--- config.mk ---
export PLATFORM = sky130hd
export DESIGN_NAME = io_throughput_meter
export DESIGN_NICKNAME = d
export VERILOG_FILES = /design/src/rtl/core/iotm_pkg.sv /design/src/rtl/core/iotm_rate_div.sv /design/src/rtl/core/io_throughput_meter.sv
export SDC_FILE = /design/constraint.sdc
export NUM_CORES = 2
export LEC_CHECK = 0
export BUFFER_PORTS_ARGS = -buffer_cell sky130_fd_sc_hd__buf_2
export CAP_MARGIN = 10
export CORE_MARGIN = 3
export CORE_UTILIZATION = 58
export DETAILED_ROUTE_END_ITERATION = 7
export PLACE_DENSITY_LB_ADDON = 0.2
export SLEW_MARGIN = 20
export SYNTH_ARGS = -nofsm -noshare
export SYNTH_HDL_FRONTEND = slang
export SYNTH_SLANG_ARGS = --single-unit
--- constraint.sdc ---
create_clock -name clk_i -period 8.8 [get_ports clk_i]
set_input_delay 2.2 -clock clk_i [delete_from_list [all_inputs] [get_ports clk_i]]
set_output_delay 2.2 -clock clk_i [all_outputs]
set_load 0.02 [all_outputs]
--- src/rtl/core/iotm_pkg.sv ---
// Package of the I/O throughput meter: types, codes and constants.
package iotm_pkg;

  localparam int unsigned RateFracBitsDef = 16;
  localparam logic [15:0] IntervalReset   = 16'd3;

  typedef enum logic [3:0] {
    FnReadBytes  = 4'd0,
    FnReadMsg    = 4'd1,
    FnWriteBytes = 4'd2,
    FnWriteMsg   = 4'd3,
    FnSchedBytes = 4'd4,
    FnSchedInc   = 4'd5,
    FnSchedDec   = 4'd6,
    FnUpdate     = 4'd7,
    FnQuery      = 4'd8,
    FnSetRead    = 4'd9,
    FnSetTime    = 4'd10
  } func_e;

  typedef enum logic [2:0] {
    StIdle,
    StCheck,
    StDiv,
    StStore,
    StOut
  } state_e;

  // Divider handshake between the sequencer and the shared divider.
  typedef struct packed {
    logic        start;
    logic [63:0] delta;
    logic [31:0] divisor;
  } div_req_t;

  typedef struct packed {
    logic        done;
    logic [63:0] rate;
  } div_rsp_t;

endpackage

--- src/rtl/core/iotm_rate_div.sv ---
// Shared bit-serial divider: floor(delta * 1000 * 2^F / d), saturated.
module iotm_rate_div #(
  parameter int unsigned RateFracBits = iotm_pkg::RateFracBitsDef
) (
  input  logic               clk_i,
  input  logic               rst_ni,
  input  iotm_pkg::div_req_t req_i,
  output iotm_pkg::div_rsp_t rsp_o
);
  import iotm_pkg::*;

  // The dividend is delta*1000 shifted left by the fraction bits.
  localparam int unsigned NumW = 64 + 10 + RateFracBits;
  localparam int unsigned CntW = $clog2(NumW + 1);

  logic [NumW-1:0] num_q, num_d;
  logic [NumW-1:0] quo_q, quo_d;
  logic [31:0]     rem_q, rem_d;
  logic [31:0]     den_q, den_d;
  logic [CntW-1:0] cnt_q, cnt_d;
  logic            busy_q, busy_d;
  logic            zero_q, zero_d;
  logic [73:0]     prod;
  logic [32:0]     trial;

  // delta * 1000 as delta * 1024 - delta * 16 - delta * 8.
  assign prod  = ({10'd0, req_i.delta} << 10) - ({10'd0, req_i.delta} << 4)
               - ({10'd0, req_i.delta} << 3);
  assign trial = {rem_q, num_q[NumW-1]};

  always_comb begin
    num_d  = num_q;
    quo_d  = quo_q;
    rem_d  = rem_q;
    den_d  = den_q;
    cnt_d  = cnt_q;
    busy_d = busy_q;
    zero_d = zero_q;
    rsp_o.done = 1'b0;
    rsp_o.rate = '0;
    if (req_i.start) begin
      num_d  = NumW'(prod) << RateFracBits;
      quo_d  = '0;
      rem_d  = '0;
      den_d  = req_i.divisor;
      cnt_d  = CntW'(NumW);
      busy_d = 1'b1;
      zero_d = (req_i.delta == 64'd0) || req_i.delta[63];
    end else if (busy_q) begin
      if (cnt_q == '0) begin
        busy_d     = 1'b0;
        rsp_o.done = 1'b1;
        if (zero_q) begin
          rsp_o.rate = '0;
        end else if (|quo_q[NumW-1:64]) begin
          rsp_o.rate = '1;
        end else begin
          rsp_o.rate = quo_q[63:0];
        end
      end else begin
        num_d = {num_q[NumW-2:0], 1'b0};
        if (trial >= {1'b0, den_q}) begin
          rem_d = 32'(trial - {1'b0, den_q});
          quo_d = {quo_q[NumW-2:0], 1'b1};
        end else begin
          rem_d = trial[31:0];
          quo_d = {quo_q[NumW-2:0], 1'b0};
        end
        cnt_d = cnt_q - CntW'(1);
      end
    end
  end

  always_ff @(posedge clk_i or negedge rst_ni) begin
    if (!rst_ni) begin
      busy_q <= 1'b0;
      cnt_q  <= '0;
    end else begin
      busy_q <= busy_d;
      cnt_q  <= cnt_d;
    end
  end

  always_ff @(posedge clk_i) begin
    num_q  <= num_d;
    quo_q  <= quo_d;
    rem_q  <= rem_d;
    den_q  <= den_d;
    zero_q <= zero_d;
  end

endmodule

--- src/rtl/core/io_throughput_meter.sv ---
// Top level of the I/O throughput meter: counters, sequencer and result register.
//
// Input beats arrive on s_axis: tdata packs amount[31:0], time_ms[94:32],
// stat_index[99:95] and active_sessions[115:100]; tuser carries func.
// Every input beat yields one output beat on m_axis: tdata holds stat_value
// and tuser holds rates_updated.
// A counter event, setter or query executes when its beat is accepted; the result
// then sits in the output register. An update that is not due first passes through
// a check of the elapsed time. The block takes one beat at a time
// and is not ready again until its result beat has been taken.
// An update that is due runs the shared bit-serial divider once for each of the
// four rates, in lane order: a start state (StDiv), then a wait in StStore until
// the divider is done, when the rate, peak and snapshot of that lane are stored.
// The interval register is written through cfg_we_i / cfg_wdata_i; the user must
// write it only while idle, the block itself does not enforce this.
// Reset clears all counters, times and rates and sets the interval to three
// seconds. When the receiver stalls, the result holds on m_axis and no new
// input beat is taken.
module io_throughput_meter #(
  parameter int unsigned RateFracBits = iotm_pkg::RateFracBitsDef
) (
  input  logic         clk_i,
  input  logic         rst_ni,
  input  logic         s_axis_tvalid,
  output logic         s_axis_tready,
  input  logic [119:0] s_axis_tdata,  // amount, time_ms, stat_index, active_sessions
  input  logic [3:0]   s_axis_tuser,  // func
  output logic         m_axis_tvalid,
  input  logic         m_axis_tready,
  output logic [63:0]  m_axis_tdata,  // stat_value
  output logic         m_axis_tuser,  // rates_updated
  input  logic         cfg_we_i,
  input  logic [15:0]  cfg_wdata_i
);
  import iotm_pkg::*;

  state_e state_q, state_d;
  logic [63:0] tot_q [4];
  logic [63:0] snap_q [4];
  logic [63:0] cur_q [4];
  logic [63:0] peak_q [4];
  logic [62:0] rd_time_q, wr_time_q, calc_time_q, now_q;
  logic [31:0] sched_b_q, sched_m_q, elapsed_q;
  logic [15:0] interval_q;
  logic [1:0]  lane_q;
  logic [63:0] val_q;
  logic        upd_q;
  div_req_t    dreq;
  div_rsp_t    drsp;
  logic        acc;

  logic [31:0] amt;
  logic [62:0] now;
  logic [4:0]  idx;
  logic [15:0] sess;
  logic [3:0]  fn;
  logic [63:0] amt_x;
  logic [31:0] min_ms;
  logic [31:0] elapsed;
  logic [1:0]  qlane;

  assign amt   = s_axis_tdata[31:0];
  assign now   = s_axis_tdata[94:32];
  assign idx   = s_axis_tdata[99:95];
  assign sess  = s_axis_tdata[115:100];
  assign fn    = s_axis_tuser;
  assign amt_x = {{32{amt[31]}}, amt};
  assign qlane = idx[1:0];
  assign min_ms  = {16'd0, interval_q} * 32'd1000;
  assign elapsed = now_q[31:0] - calc_time_q[31:0];

  assign s_axis_tready = (state_q == StIdle);
  assign acc           = s_axis_tvalid && s_axis_tready;
  assign m_axis_tvalid = (state_q == StOut);
  assign m_axis_tdata  = val_q;
  assign m_axis_tuser  = upd_q;

  iotm_rate_div #(.RateFracBits(RateFracBits)) u_div (
    .clk_i, .rst_ni, .req_i(dreq), .rsp_o(drsp)
  );

  always_comb begin
    state_d = state_q;
    dreq.start   = 1'b0;
    dreq.delta   = tot_q[lane_q] - snap_q[lane_q];
    dreq.divisor = elapsed_q;
    case (state_q)
      StIdle:  if (acc) state_d = (func_e'(fn) == FnUpdate) ? StCheck : StOut;
      StCheck: begin
        if (min_ms == 32'd0 || elapsed[31] || elapsed < min_ms) begin
          state_d = StOut;
        end else begin
          state_d = StDiv;
        end
      end
      StDiv:   begin
        dreq.start = 1'b1;
        state_d    = StStore;
      end
      StStore: if (drsp.done) state_d = (lane_q == 2'd3) ? StOut : StDiv;
      StOut:   if (m_axis_tready) state_d = StIdle;
      default: state_d = StIdle;
    endcase
  end

  always_ff @(posedge clk_i or negedge rst_ni) begin
    if (!rst_ni) begin
      state_q     <= StIdle;
      interval_q  <= IntervalReset;
      rd_time_q   <= '0;
      wr_time_q   <= '0;
      calc_time_q <= '0;
      sched_b_q   <= '0;
      sched_m_q   <= '0;
      lane_q      <= '0;
      upd_q       <= 1'b0;
      val_q       <= '0;
      now_q       <= '0;
      elapsed_q   <= '0;
      for (int i = 0; i < 4; i++) begin
        tot_q[i]  <= '0;
        snap_q[i] <= '0;
        cur_q[i]  <= '0;
        peak_q[i] <= '0;
      end
    end else begin
      state_q <= state_d;
      if (cfg_we_i) interval_q <= cfg_wdata_i;
      case (state_q)
        StIdle: if (acc) begin
          val_q  <= '0;
          upd_q  <= 1'b0;
          now_q  <= now;
          lane_q <= '0;
          case (func_e'(fn))
            FnReadBytes:  begin tot_q[0] <= tot_q[0] + amt_x; rd_time_q <= now; end
            FnReadMsg:    begin tot_q[2] <= tot_q[2] + 64'd1; rd_time_q <= now; end
            FnWriteBytes: begin tot_q[1] <= tot_q[1] + amt_x; wr_time_q <= now; end
            FnWriteMsg:   begin tot_q[3] <= tot_q[3] + 64'd1; wr_time_q <= now; end
            FnSchedBytes: sched_b_q <= sched_b_q + amt;
            FnSchedInc:   sched_m_q <= sched_m_q + 32'd1;
            FnSchedDec:   sched_m_q <= sched_m_q - 32'd1;
            FnSetRead:    rd_time_q <= now;
            FnSetTime: begin
              if (idx == 5'd0) wr_time_q <= now;
              else if (idx == 5'd1) calc_time_q <= now;
            end
            FnQuery: begin
              if (idx < 5'd4) begin
                val_q <= tot_q[qlane];
              end else if (idx < 5'd8) begin
                // A rate query with no active session clears all current rates.
                if (sess == 16'd0) begin
                  for (int i = 0; i < 4; i++) cur_q[i] <= '0;
                  val_q <= '0;
                end else begin
                  val_q <= cur_q[qlane];
                end
              end else if (idx < 5'd12) begin
                val_q <= peak_q[qlane];
              end else begin
                case (idx)
                  5'd12:   val_q <= {1'b0, rd_time_q};
                  5'd13:   val_q <= {1'b0, wr_time_q};
                  5'd14:   val_q <= {1'b0, (rd_time_q > wr_time_q) ? rd_time_q : wr_time_q};
                  5'd15:   val_q <= {{32{sched_b_q[31]}}, sched_b_q};
                  5'd16:   val_q <= {{32{sched_m_q[31]}}, sched_m_q};
                  5'd17:   val_q <= {48'd0, interval_q};
                  default: val_q <= '0;
                endcase
              end
            end
            default: ;
          endcase
        end
        StCheck: elapsed_q <= elapsed;
        StStore: if (drsp.done) begin
          cur_q[lane_q]  <= drsp.rate;
          if (drsp.rate > peak_q[lane_q]) peak_q[lane_q] <= drsp.rate;
          snap_q[lane_q] <= tot_q[lane_q];
          lane_q         <= lane_q + 2'd1;
          if (lane_q == 2'd3) begin
            upd_q       <= 1'b1;
            calc_time_q <= now_q;
          end
        end
        default: ;
      endcase
    end
  end

endmodule
==> key figures <==
GRT
  – GRT Util Overall: between 30% and 40%
  – Initial antenna violation count: 25
  – Vias in the first global route: 79536
  – Largest net degree at the start of global routing: 164
  – Gr ovfl total: 0
  – Global-route wire length before repair: around 460000 um

Drt
  – DR pass1 iterations: 8
  – Post-route antenna net violation count: 0
  – # DRC: 8
  – Total Routed Length: 296000 um
  – Initial DRC count: 7600
  – Via Count: 80994
  – Post-DR vias/cell: roughly 6.3
  – WL per Instance: roughly 23 um

Place
  – # port buffers: 207
  – Routability Congestion: 0.954
  – Placed wire-length estimate: 212000 um

Clocking
  – Root Buffer Master: clkbuf_16
  – Clk pin slew, worst setup/hold paths: ~0.060 ns
  – CTS Hold Bufs: 0
  – H-tree levels: 4
  – Clock Latency Late Sink: ~0.84 ns
  – CTS tree: yes
  – Clock Path Buffers: 3
  – Clk sinks: around 1600
  – TritonCTS buffer count: 177

Setup path
  – Crit path DAT: 8.78 ns
  – Setup crit start kind: register
  – Most used cell, CP: o21ai_0
  – Crit path max fanout: 8
  – Crit Path Class: register to register
  – CP required: 9.35 ns
  – Crit Reg-Reg Startpoint: lane_q[0]
  – Critical path endpoint category: register
  – Slowest cell on crit path: mux4_2
  – Max stage delay on crit path: a little under 0.6 ns
  – Worst Setup SP: lane_q[0]

STA
  – Rel. slew slack: 18.1%
  – Least-Margin Pin Slew: 1.22 ns
  – Worst Skew: ~0.023 ns
  – Crit share post-route: 93.6%
  – Final Hold Fails: 0
  – Slew Limit Fails: 0
  – Final setup fails: 0
  – Fmax: 121 MHz
  – Crit path time final: 8.23 ns

Synth
  – Largest family of logic cells by synthesized area: multiplexers
  – Post-synthesis adder-cell area fraction: 9.85%
  – Synth cell types: approximately 110
  – Yosys reg bits: about 1600
  – Synth Area in Simple Gates: 11.7%
  – Syn Nets: 11208
  – Top cell type by total area after synthesis: dfrtp_1
  – Synth top cells by count: dfrtp_1, nand2_1, o21ai_0
  – Share of the synthesized area in the top cell type: 33.9%
  – Async set or reset register ratio after synthesis: between 80% and 90%
  – Number of synthesized flops with an enable pin: approximately 100
  – Cells after Synth: 10319
  – Post-synthesis sequential area ratio: 39.3%
  – Mux cell area share after synthesis: 15.9%
  – Compound-gate portion of the synthesized area: 14.7%
  – Average size of a mapped cell: approximately 10 um2
  – Synthesized area: 0.104 mm2
  – Count leader, synth: dfrtp_1
  – Synth Warn #: 0
  – Post-Synth XOR/XNOR Area: ~4.2%
  – Prevailing post-synth register cell: dfrtp_1
  – Largest cells by area after synthesis: dfrtp_1, mux4_2, ha_1

Final layout
  – Ratio of cells with drive above 1 in the final layout: 16.5%
  – Multi-input gate area: 0.0586 mm2
  – Final core utilization: between 60% and 70%
  – Storage cell area: 0.0407 mm2
  – Layout Nets: 11149
  – Area grow syn2layout: 9.06%
  – Fillcell total: 14108

Floorplanning
  – DIE AREA: 0.184 mm2
  – IO Pins: 212
  – Core region area: between 0.15 and 0.2 mm2
  – Floorplan row count: 154
  – Die X: 428 um
  – Die height: 428 um
  – Initial core utilization: roughly three fifths

Run status
  – Status: complete, but fails checks
  – Violated checks: DRC

Worst hold path
  – HP Start: elapsed_q[16]
  – Worst hold path type: register to register

Flow run
  – Max-Cap Viols: 0
## metal layers
layer / track usage (%) / up-vias / wire, um
met5: 0 / - / 75
met3: 6.07 / 587 / 23700
met4: 13.2 / 10 / 12600
li1: - / 37077 / -
met1: 44.3 / 40337 / 127000
met2: 48.6 / 2983 / 133000
## metrics by stage
step	hold slack [ns]	setup TNS (ns)	cell area [um2]	cells	setup WS, ns
2_1_floorplan	0.421	0	104000	10319	0.373
3_3_place_gp	0.430	0	107000	12412	0.307
3_5_place_dp	0.431	0	107000	12412	0.276
4_1_cts	0.445	0	113000	12739	0.204
5_1_grt	0.452	-0.00268	113000	12756	-0.00268
6_report	0.443	0	113000	12768	0.567
## state kept, by name (all words and copies together) (netlist names), 2 cells and up
register / cells
cur_q: 256
peak_q: 256
snap_q: 256
tot_q: 256
u_div.quo_q: 90
u_div.num_q: 71
m_axis_tdata: 64
rd_time_q: 63
wr_time_q: 63
calc_time_q: 32
elapsed_q: 32
now_q: 32
sched_b_q: 32
sched_m_q: 32
u_div.den_q: 32
u_div.rem_q: 32
interval_q: 16
u_div.cnt_q: 7
state_q: 3
lane_q: 2
## logic make-up after synthesis
family,Yosys count
AOI/OAI and AO/OA,2512
xor gates and xnor gates,498
adders and majority gates,744
buffers and inverters,1163
DFF,1630
muxes,1092
and+or+nand+nor,2680
## path summary, 6_finish.rpt
| check | to | slack [ns] | cells after the start |
|---|---|---|---|
| worst max-delay path | u_div.num_q[89] | 0.57 | 29 |
| worst min-delay path | u_div.den_q[16] | 0.44 | 0 |
| worst max register to register | u_div.num_q[89] | 0.57 | 29 |
| worst min register to register | u_div.den_q[16] | 0.44 | 0 |
| max in group asynchronous | rd_time_q[49] | 5.62 | 3 |
| min in group asynchronous | interval_q[13] | 1.30 | 1 |
## critical path: cells and delay by family, from the launching register on
family / cells / cell delay, ns
mux: 1 / 0.59
flops: 1 / 0.53
xor+xnor: 2 / 0.54
fa+ha+maj: 3 / 1.27
simple gates: 7 / 1.23
compound gates: 15 / 3.59
buf+inv: 1 / 0.20
## placed cells by master, fill, tap and decap left out, types with 31 or more instances in the layout
cell type / Yosys / layout
dfrtp_1: 1402 / 1400
nand2_1: 1346 / 1337
o21ai_0: 896 / 892
a21oi_1: 691 / 689
ha_1: 626 / 626
mux2_2: 609 / 609
inv_1: 591 / 590
nor2_1: 412 / 404
mux4_2: 384 / 384
nand3_1: 336 / 335
xnor2_1: 283 / 280
a21o_1: 268 / 268
xor2_1: 215 / 215
buf_2: 34 / 203
clkbuf_16: 0 / 188
nand4_1: 142 / 142
dfxtp_1: 122 / 122
fa_1: 118 / 118
a31oi_1: 105 / 105
buf_4: 0 / 105
edfxtp_1: 104 / 104
mux2i_1: 99 / 99
nor3_1: 86 / 83
o21bai_1: 68 / 68
nor2b_1: 64 / 64
a222oi_1: 63 / 63
and3_1: 65 / 61
nand2b_1: 61 / 61
o21a_1: 58 / 58
a211oi_1: 45 / 44
clkbuf_8: 0 / 43
o31ai_1: 41 / 41
clkbuf_1: 442 / 34
clkinv_2: 0 / 32
o211ai_1: 31 / 31
## cell type report
class	count	share of cell area [%]
Antenna cell	20	0.0443
Clock buffer	265	4.81
Clock inverter	62	0.577
Inverter	593	1.98
Multi-Input combinational cell	7526	51.9
Sequential cell	1630	36.1
Tap cell	2340	2.59
Timing Repair Buffer	332	2.00
## timing repair
action,4_1_cts,5_1_grt
gates resized for setup,0,9
endpoints found under the setup margin,0,12
setup buffers,0,9
Power is not shown: default switching activity piles up to over one toggle a cycle in this logic, so the estimate is an artifact.
